### src/hw/rtl/rbrs_pkg.sv
package rbrs_pkg;

    localparam int SMP_W         = 16;
    localparam int PV_W          = 16;
    localparam int BLEN_W        = 7;
    localparam int MAX_BLOCK_DEF = 64;

    localparam logic [BLEN_W-1:0] BLEN_RST = 7'd8;

    localparam logic signed [PV_W-1:0] PV_MAX = 16'sh7FFF;
    localparam logic signed [PV_W-1:0] PV_MIN = 16'sh8000;

    // sum of squares width: one square needs 31 bits (2**30 at most)
    function automatic int sq_w(input int max_block);
        return 31 + $clog2(max_block);
    endfunction

    function automatic int rt_w(input int max_block);
        return (sq_w(max_block) + 1) / 2;
    endfunction

    function automatic int cnt_w(input int max_block);
        return $clog2(max_block + 1);
    endfunction

endpackage

### src/hw/rtl/rbrs_accum.sv
module rbrs_accum #(
    parameter int MAX_BLOCK = rbrs_pkg::MAX_BLOCK_DEF
) (
    input  logic                                        i_clk,
    input  logic                                        i_rst_n,
    input  logic                                        i_load,
    input  logic signed [rbrs_pkg::SMP_W-1:0]           i_sample,
    input  logic                                        i_add,
    input  logic                                        i_clr,
    output logic [rbrs_pkg::cnt_w(MAX_BLOCK)-1:0]       o_count,
    output logic signed [rbrs_pkg::SMP_W+$clog2(MAX_BLOCK)-1:0] o_sum,
    output logic [rbrs_pkg::sq_w(MAX_BLOCK)-1:0]        o_sumsq
);

    localparam int CNT_W = rbrs_pkg::cnt_w(MAX_BLOCK);
    localparam int SUM_W = rbrs_pkg::SMP_W + $clog2(MAX_BLOCK);
    localparam int SQ_W  = rbrs_pkg::sq_w(MAX_BLOCK);

    logic signed [rbrs_pkg::SMP_W-1:0]   r_smp;
    logic [CNT_W-1:0]                    r_count;
    logic signed [SUM_W-1:0]             r_sum;
    logic [SQ_W-1:0]                     r_sumsq;
    logic signed [2*rbrs_pkg::SMP_W-1:0] prod;

    assign prod = r_smp * r_smp;

    always_ff @(posedge i_clk) begin
        if (i_load) begin
            r_smp <= i_sample;
        end
        if (!i_rst_n || i_clr) begin
            r_count <= '0;
            r_sum   <= '0;
            r_sumsq <= '0;
        end else if (i_add) begin
            r_count <= r_count + CNT_W'(1);
            r_sum   <= r_sum + SUM_W'(r_smp);
            r_sumsq <= r_sumsq + SQ_W'($unsigned(prod));
        end
    end

    assign o_count = r_count;
    assign o_sum   = r_sum;
    assign o_sumsq = r_sumsq;

endmodule

### src/hw/rtl/rbrs_isu.sv
module rbrs_isu #(
    parameter int MAX_BLOCK = rbrs_pkg::MAX_BLOCK_DEF
) (
    input  logic                                    i_clk,
    input  logic                                    i_rst_n,
    input  logic                                    i_start,
    input  logic [rbrs_pkg::sq_w(MAX_BLOCK)-1:0]    i_dividend,
    input  logic [rbrs_pkg::cnt_w(MAX_BLOCK)-1:0]   i_divisor,
    output logic                                    o_done,
    output logic [rbrs_pkg::rt_w(MAX_BLOCK)-1:0]    o_root
);

    localparam int SQ_W  = rbrs_pkg::sq_w(MAX_BLOCK);
    localparam int RT_W  = rbrs_pkg::rt_w(MAX_BLOCK);
    localparam int CNT_W = rbrs_pkg::cnt_w(MAX_BLOCK);
    localparam int XW    = 2 * RT_W;
    localparam int U_W   = RT_W + 3;
    localparam int STP_W = $clog2(SQ_W);

    typedef enum logic [1:0] {S_IDLE, S_DIV, S_SQRT} t_state;

    t_state           r_state;
    logic [STP_W-1:0] r_step;
    logic [XW-1:0]    r_x;
    logic [U_W-1:0]   r_rem;
    logic [RT_W-1:0]  r_root;
    logic [CNT_W-1:0] r_div;
    logic             r_done;

    logic [U_W-1:0]   sub_a;
    logic [U_W-1:0]   sub_b;
    logic [U_W:0]     diff;
    logic             ge;

    // shared subtractor: restoring divide, then restoring square root
    always_comb begin
        if (r_state == S_DIV) begin
            sub_a = U_W'({r_rem[CNT_W-1:0], r_x[SQ_W-1]});
            sub_b = U_W'(r_div);
        end else begin
            sub_a = {r_rem[U_W-3:0], r_x[XW-1 -: 2]};
            sub_b = U_W'({r_root, 2'b01});
        end
        diff = {1'b0, sub_a} - {1'b0, sub_b};
        ge   = !diff[U_W];
    end

    always_ff @(posedge i_clk) begin
        if (!i_rst_n) begin
            r_state <= S_IDLE;
            r_done  <= 1'b0;
        end else begin
            unique case (r_state)
                S_IDLE: begin
                    if (i_start) begin
                        r_x     <= XW'(i_dividend);
                        r_div   <= i_divisor;
                        r_rem   <= '0;
                        r_root  <= '0;
                        r_step  <= STP_W'(SQ_W - 1);
                        r_done  <= 1'b0;
                        r_state <= S_DIV;
                    end
                end
                S_DIV: begin
                    r_x[SQ_W-1:0] <= {r_x[SQ_W-2:0], ge};
                    if (r_step == '0) begin
                        r_rem   <= '0;
                        r_step  <= STP_W'(RT_W - 1);
                        r_state <= S_SQRT;
                    end else begin
                        r_rem  <= ge ? diff[U_W-1:0] : sub_a;
                        r_step <= r_step - STP_W'(1);
                    end
                end
                S_SQRT: begin
                    r_rem  <= ge ? diff[U_W-1:0] : sub_a;
                    r_root <= {r_root[RT_W-2:0], ge};
                    r_x    <= r_x << 2;
                    if (r_step == '0) begin
                        r_done  <= 1'b1;
                        r_state <= S_IDLE;
                    end else begin
                        r_step <= r_step - STP_W'(1);
                    end
                end
                default: r_state <= S_IDLE;
            endcase
        end
    end

    assign o_done = r_done;
    assign o_root = r_root;

endmodule

### src/hw/rtl/rbrs_emit.sv
module rbrs_emit #(
    parameter int MAX_BLOCK = rbrs_pkg::MAX_BLOCK_DEF
) (
    input  logic                                    i_clk,
    input  logic                                    i_rst_n,
    input  logic                                    i_load,
    input  logic signed [rbrs_pkg::PV_W-1:0]        i_value,
    input  logic [rbrs_pkg::cnt_w(MAX_BLOCK)-1:0]   i_count,
    input  logic                                    i_tready,
    output logic                                    o_busy,
    output logic                                    o_tvalid,
    output logic [rbrs_pkg::PV_W-1:0]               o_tdata,
    output logic                                    o_tlast
);

    localparam int CNT_W = rbrs_pkg::cnt_w(MAX_BLOCK);

    logic [CNT_W-1:0]              r_left;
    logic [rbrs_pkg::PV_W-1:0]     r_val;

    always_ff @(posedge i_clk) begin
        if (i_load) begin
            r_val <= i_value;
        end
        if (!i_rst_n) begin
            r_left <= '0;
        end else if (i_load) begin
            r_left <= i_count;
        end else if (o_tvalid && i_tready) begin
            r_left <= r_left - CNT_W'(1);
        end
    end

    assign o_busy   = (r_left != '0);
    assign o_tvalid = o_busy;
    assign o_tdata  = r_val;
    assign o_tlast  = (r_left == CNT_W'(1));

endmodule

### src/hw/rtl/residual_block_rms_spike.sv
// Residual block RMS spike generator.
// Slave stream: one word per residual sample, tdata = sample, tlast = 1 on
// the last sample before a pitch mark. Master stream: one word per sample of
// a closed block, tdata = signed block RMS (saturated), tlast on the final
// word of the block. A block closes at block_len samples or on tlast.
// Config channel: cfg_data[6:0] = block_len (0 acts as 1, above MAX_BLOCK
// acts as MAX_BLOCK); always ready, write only while the block is idle.
// Flow: a sample that does not close its block goes through the add state
// only. A closing sample also runs the shared subtract unit: a start state,
// a restoring divide of the sum of squares by the sample count, then a
// restoring square root; the first result word is loaded once it is done.
// Results then leave one word per cycle, while the receiver is ready, from
// a register stage; new samples are taken while they drain, but the next
// block result waits until the previous block has been fully taken.
// Reset clears the open block and sets block_len to 8. A stalled receiver
// holds the current word and, once the next block closes, holds the input.
module residual_block_rms_spike #(
    parameter int MAX_BLOCK = rbrs_pkg::MAX_BLOCK_DEF
) (
    input  logic                               i_clk,
    input  logic                               i_rst_n,
    input  logic                               i_s_axis_tvalid,
    output logic                               o_s_axis_tready,
    input  logic [rbrs_pkg::SMP_W-1:0]         i_s_axis_tdata,  // [15:0] sample
    input  logic                               i_s_axis_tlast,  // seg_end
    output logic                               o_m_axis_tvalid,
    input  logic                               i_m_axis_tready,
    output logic [rbrs_pkg::PV_W-1:0]          o_m_axis_tdata,  // [15:0] pulse_value
    output logic                               o_m_axis_tlast,  // last
    input  logic                               i_cfg_valid,
    output logic                               o_cfg_ready,
    input  logic [rbrs_pkg::BLEN_W-1:0]        i_cfg_data       // block_len
);

    localparam int CNT_W = rbrs_pkg::cnt_w(MAX_BLOCK);
    localparam int SUM_W = rbrs_pkg::SMP_W + $clog2(MAX_BLOCK);
    localparam int SQ_W  = rbrs_pkg::sq_w(MAX_BLOCK);
    localparam int RT_W  = rbrs_pkg::rt_w(MAX_BLOCK);

    typedef enum logic [1:0] {S_IDLE, S_ADD, S_START, S_CALC} t_state;

    t_state                          r_state;
    logic                            r_seg;
    logic [rbrs_pkg::BLEN_W-1:0]     r_blen;

    logic                            s_acc;
    logic                            add;
    logic                            start;
    logic                            load;
    logic                            close;
    logic [CNT_W-1:0]                lim;
    logic [CNT_W-1:0]                count;
    logic signed [SUM_W-1:0]         sum;
    logic [SQ_W-1:0]                 sumsq;
    logic                            isu_done;
    logic [RT_W-1:0]                 root;
    logic [RT_W-1:0]                 neg_root;
    logic signed [rbrs_pkg::PV_W-1:0] value;
    logic                            emit_busy;

    assign o_cfg_ready     = 1'b1;
    assign o_s_axis_tready = (r_state == S_IDLE);
    assign s_acc           = i_s_axis_tvalid && o_s_axis_tready;

    always_comb begin
        if (r_blen == '0) begin
            lim = CNT_W'(1);
        end else if (r_blen > rbrs_pkg::BLEN_W'(MAX_BLOCK)) begin
            lim = CNT_W'(MAX_BLOCK);
        end else begin
            lim = CNT_W'(r_blen);
        end
    end

    assign close = ((CNT_W+1)'(count) + (CNT_W+1)'(1) >= (CNT_W+1)'(lim)) || r_seg;
    assign add   = (r_state == S_ADD);
    assign start = (r_state == S_START);
    assign load  = (r_state == S_CALC) && isu_done && !emit_busy;

    // sign of the sum, magnitude clamped to the 16-bit range
    assign neg_root = RT_W'(0) - root;
    always_comb begin
        if (sum == '0) begin
            value = '0;
        end else if (!sum[SUM_W-1]) begin
            value = (root > RT_W'(rbrs_pkg::PV_MAX)) ? rbrs_pkg::PV_MAX
                                                     : rbrs_pkg::PV_W'(root);
        end else begin
            value = (root > RT_W'(32768)) ? rbrs_pkg::PV_MIN
                                          : rbrs_pkg::PV_W'(neg_root);
        end
    end

    always_ff @(posedge i_clk) begin
        if (s_acc) begin
            r_seg <= i_s_axis_tlast;
        end
        if (!i_rst_n) begin
            r_state <= S_IDLE;
            r_blen  <= rbrs_pkg::BLEN_RST;
        end else begin
            if (i_cfg_valid) begin
                r_blen <= i_cfg_data;
            end
            unique case (r_state)
                S_IDLE:  if (s_acc) r_state <= S_ADD;
                S_ADD:   r_state <= close ? S_START : S_IDLE;
                S_START: r_state <= S_CALC;
                S_CALC:  if (load) r_state <= S_IDLE;
                default: r_state <= S_IDLE;
            endcase
        end
    end

    rbrs_accum #(.MAX_BLOCK(MAX_BLOCK)) u_accum (
        .i_clk    (i_clk),
        .i_rst_n  (i_rst_n),
        .i_load   (s_acc),
        .i_sample (i_s_axis_tdata),
        .i_add    (add),
        .i_clr    (load),
        .o_count  (count),
        .o_sum    (sum),
        .o_sumsq  (sumsq)
    );

    rbrs_isu #(.MAX_BLOCK(MAX_BLOCK)) u_isu (
        .i_clk      (i_clk),
        .i_rst_n    (i_rst_n),
        .i_start    (start),
        .i_dividend (sumsq),
        .i_divisor  (count),
        .o_done     (isu_done),
        .o_root     (root)
    );

    rbrs_emit #(.MAX_BLOCK(MAX_BLOCK)) u_emit (
        .i_clk    (i_clk),
        .i_rst_n  (i_rst_n),
        .i_load   (load),
        .i_value  (value),
        .i_count  (count),
        .i_tready (i_m_axis_tready),
        .o_busy   (emit_busy),
        .o_tvalid (o_m_axis_tvalid),
        .o_tdata  (o_m_axis_tdata),
        .o_tlast  (o_m_axis_tlast)
    );

endmodule
### config.mk
export PLATFORM = sky130hd
export DESIGN_NAME = residual_block_rms_spike
export DESIGN_NICKNAME = d
export VERILOG_FILES = /design/src/hw/rtl/rbrs_pkg.sv /design/src/hw/rtl/rbrs_accum.sv /design/src/hw/rtl/rbrs_isu.sv /design/src/hw/rtl/rbrs_emit.sv /design/src/hw/rtl/residual_block_rms_spike.sv
export SDC_FILE = /design/constraint.sdc
export NUM_CORES = 1
export LEC_CHECK = 0
export BUFFER_PORTS_ARGS = -buffer_cell sky130_fd_sc_hd__buf_2
export CAP_MARGIN = 20
export CELL_PAD_IN_SITES_DETAIL_PLACEMENT = 0
export CELL_PAD_IN_SITES_GLOBAL_PLACEMENT = 2
export CORE_MARGIN = 4
export CORE_UTILIZATION = 42
export DETAILED_ROUTE_END_ITERATION = 7
export PLACE_DENSITY_LB_ADDON = 0.1
export SETUP_SLACK_MARGIN = 0.02
export SYNTH_ARGS = -nofsm -noshare
export SYNTH_HDL_FRONTEND = slang
export SYNTH_SLANG_ARGS = --single-unit
### constraint.sdc
create_clock -name i_clk -period 9.5 [get_ports i_clk]
set_clock_uncertainty 0.1 [all_clocks]
set_input_delay 1.9 -clock i_clk [delete_from_list [all_inputs] [get_ports i_clk]]
set_output_delay 1.9 -clock i_clk [all_outputs]
set_load 0.1 [all_outputs]
==> impl_metrics.ini, run 1 <==
[routing]
first_pass_iters = 4
ant_nets = 0
drt-initial-drc-count = 713
via_count = 16500
drc_errors = 0
detail_route.vias_per_cell = 5.25
avgRoutedWirePerCell_um = 18.0
wirelength_um = 56500

[place]
gp_congestion = 0.841
portBuffers = 47
dp_hpwl_um = 44600

[final_layout]
nFillCells = 5079
antenna_cells = 0
final_common_cell = inv_1
layout-drive-gt1-share_pct = 6.77
syn_to_final_growth_pct = 8.48
nets = 2878
final_cell_mix = inv_1 (369), fa_1 (240), nand2_1 (220)

[run_status]
status = finished, final reports clean

[floorplan]
coreArea_um2 = 51600
die_area_um2 = 56100
fp.dieH_um = 237
io_pins = 49
num_rows = 83
initial_core_util_pct = 42.6
die_w_um = 237

[sta]
tightestPinTransition_ps = 991
max_freq_ghz = 0.113
period_needed_ps = 8840
post-route-period-util_pct = 93.1
fin_tns_setup_ps = 0
setup_viol = 0
rsz0062_at_grt = false
hold_viol = 0
slew_headroom_pct = 33.5
final_max_slew_viol_count = 0

[setup_path]
cp_max_fo = 13
slowest_delay_ps = 690
path_class = register to register
critical_path_arrival_ps = 9150
crit_required_ps = 9810
start_kind = register
crit_path_end_kind = register
r2r_cells = 31
crit_slowest_cell = edfxtp_1
crit_top_cell = fa_1

[yosys]
synth_top_cell_by_area = fa_1
yosys_register_bits = 208
ys_top_cells_by_area = fa_1 (22%), edfxtp_1 (17%), ha_1 (10%)
synth_top_area_share_pct = 21.8
syn_nets = 2863
synth_cell_types = 86
async_reset_ff_share_pct = 0
syn_area_um2 = 22000
yosysSeqAreaShare_pct = 24.5
avgSynthCellArea_um2 = 9.11
syn_inst = 2417
yosys_warnings = 0
synth_edf_count = 123
ys.flop_type = edfxtp_1

[clock_tree]
cts_tree = yes
clockBufferDepth = 3
cts_root_buf = clkbuf_16
htree_num_levels = 1
clock-sinks = 208
post_cts_buffers = 0
cts_resized = 0
cts_buffers = 27
path_clk_slew_ps = 60
clkLatencyLatePin_ps = 570
holdBufCountCts = 0

[run]
cap_violations = 0

[global_routing]
grtUsageTotal_pct = 20.1
antenna_found_initial = 1
grt_remaining_overflow = 0
first_global_vias = 16900
grt_start_max_net_pins = 80
grt_pass1_wl_um = 91500

[min_path]
min_path_cells = 2
hold_class = register to register
Yosys cell counts (4+ instances only):
library cell and count:
a31oi_1 12, fa_1 240, a21oi_1 173, clkinv_1 4, or3_1 13, or4_1 5
o21ai_0 75, mux2_2 7, clkbuf_1 72, o21ai_1 5, nand4_1 11, o21a_1 14
o21bai_1 21, ha_1 177, nand3b_1 4, a21boi_0 10, o22a_1 12, nand2_1 221
buf_1 13, dfxtp_1 85, o211ai_1 6, edfxtp_1 123, a21o_1 49, a31o_2 5
a211oi_1 16, xor2_1 27, nor3b_1 5, nor2_1 197, a22oi_1 35, and3_1 14
nand2b_1 22, and2_1 64, nand3_1 39, xnor2_1 84, mux2i_1 36, nor4_1 8
inv_1 369, nor3_1 30, nor2b_1 42, a211oi_2 4
layout make-up:
cell class / count / area [µm²] / share of cell area [%]
inverters: 373 / 1400 / 5.86
repair buffers: 78 / 480 / 2.01
clock inverters: 16 / 170 / 0.713
multi-input cells: 1744 / 14900 / 62.3
clock buffers: 34 / 712 / 2.98
flip-flops and latches: 208 / 5400 / 22.6
well taps: 680 / 851 / 3.56
worst max-delay path: cells and delay by family (launching register included):
family	cells	cell delay, ps
AND/OR/NAND/NOR	2	370
buffers and inverters	5	540
adder cells (fa/ha/maj)	8	3740
AO/OA/AOI/OAI	15	3060
XOR/XNOR	1	140
flip-flops	1	690
routing by layer:
metal / share of wire (%) / global-route usage, %
met3: 2.7 / 1.64
met5: 0 / 0
met4: 2.4 / 4.97
met1: 45 / 26.7
met2: 50 / 35.5
kinds of logic (layout without fill, tap and decap cells):
| family | Yosys count | after routing | synth area share [%] |
|---|---|---|---|
| AND/OR/NAND/NOR | 689 | 689 | 14.7 |
| flip-flops | 208 | 208 | 24.5 |
| buffers and inverters | 465 | 501 | 8.08 |
| AO/OA/AOI/OAI | 483 | 483 | 14.4 |
| multiplexers | 43 | 43 | 2.00 |
| XOR/XNOR | 111 | 111 | 4.42 |
| adder cells (fa/ha/maj) | 417 | 417 | 31.9 |
| other | 1 | 1 | 0.0170 |
registers in the layout, summed over array words and instances (netlist names), 7 cells and up, named ones only:
| register | cells |
|---|---|
| u_accum.r_smp | 16 |
| u_isu.o_root | 19 |
| u_accum.o_count | 7 |
| u_accum.o_sumsq | 37 |
| r_blen | 7 |
| u_isu.r_rem | 20 |
| u_emit.o_tdata | 16 |
| u_emit.r_left | 7 |
| u_accum.o_sum | 22 |
| u_isu.r_div | 7 |
| u_isu.r_x | 38 |
path summary, 6_finish.rpt:
path	startpoint	to	slack (ps)
worst min register to register	u_accum.o_sumsq[28]	u_accum.o_sumsq[28]	370
worst min-delay path	u_accum.o_sumsq[28]	u_accum.o_sumsq[28]	370
worst max register to register	u_accum.r_smp[10]	u_accum.o_sumsq[33]	660
worst max-delay path	u_accum.r_smp[10]	u_accum.o_sumsq[33]	660
metrics by stage:
stage / hold slack [ps] / cells / util [%] / setup slack, ps / area, µm²
after floorplan: 344 / 2417 / - / 1250 / 22000
after global placement: 368 / 3082 / 44.5 / 897 / 23000
after detailed placement: 374 / 3082 / 44.5 / 757 / 23000
after CTS: 381 / 3132 / 46.2 / 698 / 23900
after global routing: 409 / 3133 / 46.3 / 144 / 23900
final: 375 / 3133 / 46.3 / 660 / 23900
Power of run 1 is not shown: default switching activity piles up to over one toggle a cycle in this logic, so the estimate is an artifact.
==> run 2, diff against run 1 <==
- CELL_PAD_IN_SITES_DETAIL_PLACEMENT: 0 -> 1
==> run 2 against run 1 <==
Effect of this change: cell count hardly changed; worst hold slack gained 5.9 ps; highest routed layer unchanged; first-iteration DRC count fell by 7.6%; count of clock-buffer cells in the layout fell by 2; worst setup slack worse by 22 ps; die area is the same; critical path type unchanged; critical path depth shrank 2; routed wire length up 7.1%; non-clock buffer count did not move.
==> impl_metrics.ini, run 2 (synthesized netlist as in run 1, its figures left out) <==
[run_status]
status = finished, final reports clean

[setup_path]
r2r-start = u_accum.r_smp[11]
critPathBufInv = 3
regToRegSetupSlack_ps = 640
path_class = register to register
r2r_cells = 29
crit_family = adder cells
crit_path_end_kind = register
start_kind = register
crit_top_cell = fa_1
critical_path_arrival_ps = 9180
crit_required_ps = 9810
reg2reg_to = u_accum.o_sumsq[33]
crit_slowest_cell = edfxtp_1
slowest_delay_ps = 890
cp_max_fo = 18

[place]
placed_area_um2 = 23000
dp_hpwl_um = 47900
dp_slack_ps = 650
portBuffers = 47
gp_congestion = 0.841
placed_cells = 3082

[final_layout]
final_cell_mix = inv_1 (369), fa_1 (240), nand2_1 (220)
final_common_cell = inv_1
antenna_cells = 0
multi_input_area_um2 = 14900
syn_to_final_growth_pct = 9.12
finalNonFillerCells = 3134
final_cell_area_um2 = 24000
nFillCells = 5916
layout-drive-gt1-share_pct = 6.97
seq_area_um2 = 5400
nets = 2879
largest_reg_flops = 38
largest_register = u_isu.r_x

[clock_tree]
post_cts_buffers = 0
cts_resized = 0
cts_tree = yes
path_clk_slew_ps = 70
cts_root_buf = clkbuf_16
clock-sinks = 208
cts_buffers = 28
clockBufferDepth = 3
htree_num_levels = 1
holdBufCountCts = 0
clkLatencyLatePin_ps = 570

[routing]
drc_errors = 0
ant_nets = 0
top_layer_used = met4
first_pass_iters = 4
wl_met3_um = 1360
drt-initial-drc-count = 659
detail_route.vias_per_cell = 5.36
via_count = 16800
avgRoutedWirePerCell_um = 19.3
wl_met2_um = 31100
wl_met1_um = 26100
wirelength_um = 60500

[sta]
tightestPinTransition_ps = 1060
max_freq_ghz = 0.113
slew_headroom_pct = 29.7
final_max_slew_viol_count = 0
setup_ws_ps = 638
post-route-period-util_pct = 93.3
fin_tns_setup_ps = 0
hold_viol = 0
rsz0062_at_grt = false
setup_viol = 0
period_needed_ps = 8860

[min_path]
min_path_cells = 2
min_from = u_accum.o_sumsq[18]
hold_class = register to register
hold_end = u_accum.o_sumsq[18]

[global_routing]
first_global_vias = 18400
grt_start_max_net_pins = 80
grt_pass1_wl_um = 98700
grtUsageTotal_pct = 21.6
grt_remaining_overflow = 0
antenna_found_initial = 1

[floorplan]
die_area_um2 = 56100
num_rows = 83
die_w_um = 237
fp.dieH_um = 237
io_pins = 49
coreArea_um2 = 51600
initial_core_util_pct = 42.6

[run]
cap_violations = 0
run 2: worst max-delay path by stage:
stage / start / end / cells after the start
after floorplan: u_accum.r_smp[15] / u_accum.o_sumsq[28] / 32
after global placement: u_accum.r_smp[11] / u_accum.o_sumsq[33] / 29
after detailed placement: u_accum.r_smp[11] / u_accum.o_sumsq[33] / 29
after CTS: u_accum.r_smp[10] / u_accum.o_sumsq[33] / 31
after global routing: u_accum.r_smp[10] / u_accum.o_sumsq[33] / 31
final: u_accum.r_smp[11] / u_accum.o_sumsq[33] / 29
run 2: per-stage QoR:
step / utilization, % / hold slack (ps)
floorplan: - / 344
global placement: 44.5 / 368
detailed placement: 44.5 / 377
CTS: 46.5 / 385
global route: 46.5 / 405
finish: 46.5 / 381
run 2: cell type report:
class	instances	area share (%)
Timing Repair Buffer	78	2.00
Multi-Input combinational cell	1744	61.9
Sequential cell	208	22.5
Inverter	373	5.83
Tap cell	680	3.54
Clock inverter	19	1.28
Clock buffer	32	2.98
run 2: metal layers:
metal / track usage [%] / vias to the layer above
li1: - / 8046
met1: 27.2 / 8459
met2: 39.5 / 192
met3: 2.10 / 97
met4: 6.10 / 0
met5: 0 / -
run 2: worst register-to-register path, delay by kind of cell (launching register included):
family                     cells  cell delay [ps]
and+or+nand+nor                3              530
adders and majority gates      8             3880
AOI/OAI and AO/OA             14             2970
DFF                            1              890
buffers and inverters          3              180
xor gates and xnor gates       1              130
Power of run 2 is left out for the same reason.
==> run 3, diff against run 2 <==
- CELL_PAD_IN_SITES_DETAIL_PLACEMENT: 1 -> 2
- CORE_UTILIZATION: 42 -> 35
- clock period: 9.5 -> 7.5 ns (I/O delays scaled with it)
==> run 3 against run 2 <==
Effect of this change: the flow now finishes with violations (negative setup slack); critical path type unchanged; utilization shrank 3.1 points; count of clock-buffer cells in the layout up 3; sequential cell count unchanged.
==> impl_metrics.ini, run 3 (synthesized netlist as in run 1, its figures left out) <==
[min_path]
min_path_cells = 2
hold_class = register to register
hold_end = u_accum.o_sum[5]
min_from = u_accum.o_sum[5]

[setup_path]
regToRegSetupSlack_ps = -190
crit_required_ps = 7890
r2r-start = u_accum.r_smp[3]
r2r_cells = 33
slowest_delay_ps = 570
critical_path_arrival_ps = 8080
critPathBufInv = 7
crit_slowest_cell = fa_1
cp_max_fo = 5
crit_top_cell = fa_1
reg2reg_to = u_accum.o_sumsq[31]
crit_family = adder cells
start_kind = register
path_class = register to register
crit_path_end_kind = register

[final_layout]
fin_util_pct = 43.5
final_cell_mix = inv_1 (350), fa_1 (234), buf_4 (229)
nFillCells = 6737
nets = 3105
syn_to_final_growth_pct = 22.3
layout-drive-gt1-share_pct = 20.9
final_common_cell = inv_1
largest_register = u_isu.r_x
largest_reg_flops = 38
antenna_cells = 0

[routing]
first_pass_iters = 4
wirelength_um = 70900
via_count = 18000
drc_errors = 0
ant_nets = 0
drt-initial-drc-count = 559
detail_route.vias_per_cell = 5.10
avgRoutedWirePerCell_um = 20.1

[floorplan]
fp.dieH_um = 259
io_pins = 49
num_rows = 91
coreArea_um2 = 61900
initial_core_util_pct = 35.5
die_w_um = 259
die_area_um2 = 67000

[place]
gp_congestion = 0.789
portBuffers = 47
dp_hpwl_um = 55100

[clock_tree]
clock-sinks = 208
clockBufferDepth = 3
cts_tree = yes
cts_buffers = 30
path_clk_slew_ps = 70
cts_root_buf = clkbuf_16
clkLatencyLatePin_ps = 610
holdBufCountCts = 0
htree_num_levels = 1

[run]
cap_violations = 0

[global_routing]
grt_pass1_wl_um = 112000
antenna_found_initial = 0
grt_remaining_overflow = 0
first_global_vias = 20500
grtUsageTotal_pct = 20.6
grt_start_max_net_pins = 80

[run_status]
violations = negative setup slack
status = finished, violations left

[sta]
max_freq_ghz = 0.130
tightestPinTransition_ps = 1100
hold_viol = 0
setup_viol = 11
hold_ws_ps = 374
slew_headroom_pct = 26.8
setup_ws_ps = -193
post-route-period-util_pct = 103
rsz0062_at_grt = true
final_max_slew_viol_count = 0
period_needed_ps = 7690
==> run 3: cell types whose count changed in the layout (fill, tap and decap cells not counted), moves of 9 or more <==
cell / before / now
a21oi_1: 173 / 146
a21oi_2: 2 / 28
buf_4: 30 / 229
buf_6: 0 / 18
ha_1: 174 / 155
ha_4: 0 / 15
inv_1: 369 / 350
inv_2: 0 / 16
nand2_1: 220 / 205
nand2_2: 1 / 10
nor2_1: 197 / 187
o21ai_0: 74 / 55
o21ai_2: 0 / 11
==> run 3: worst max-delay path by stage <==
stage / startpoint / to / slack [ps] / cells after the start
6_report: u_accum.r_smp[3] / u_accum.o_sumsq[31] / -190 / 33
5_1_grt: u_accum.r_smp[3] / u_accum.o_sumsq[31] / -570 / 33
4_1_cts: u_accum.r_smp[5] / u_accum.o_sumsq[36] / -300 / 30
3_5_place_dp: u_accum.r_smp[5] / u_accum.o_sumsq[35] / -610 / 33
3_3_place_gp: u_accum.r_smp[5] / u_accum.o_sumsq[33] / -400 / 33
2_1_floorplan: u_accum.r_smp[15] / u_accum.o_sumsq[36] / 20 / 33
==> run 3: final cells by class <==
| type | count | area [µm²] | area share [%] |
|---|---|---|---|
| multi-input cells | 1744 | 15700 | 58.1 |
| flip-flops and latches | 208 | 5400 | 20.0 |
| repair buffers | 302 | 2310 | 8.59 |
| inverters | 373 | 1410 | 5.24 |
| well taps | 837 | 1050 | 3.89 |
| clock buffers | 35 | 853 | 3.17 |
| clock inverters | 21 | 251 | 0.934 |
==> run 3: routing by layer <==
metal / track usage [%] / vias up / routed length, µm
met5: 0 / - / 0
met4: 4.06 / 0 / 1610
met3: 2.03 / 80 / 1290
met2: 38.3 / 127 / 36600
met1: 26.1 / 9265 / 31400
li1: - / 8495 / -
==> run 3: metrics by stage <==
step	worst slack (ps)	cells	setup TNS, ps	cell area, µm²
after CTS	-298	3495	-2370	26200
after floorplan	21.2	2417	0	22200
after detailed placement	-612	3420	-6130	24700
final	-193	3520	-1020	26900
after global routing	-567	3520	-5890	26900
after global placement	-403	3420	-3400	24700
==> run 3: what timing repair did <==
item | in CTS | in global routing
setup buffers | 19 | 31
resized for setup | 64 | 135
pin swaps | 58 | 129
endpoints found under the setup margin | 18 | 23
==> run 3: worst min-delay path: stages, from the launching register on <==
cell and delay (ps):
dfxtp_1 330, nand2_1 60, a21oi_1 50
Power of run 3 is left out for the same reason.
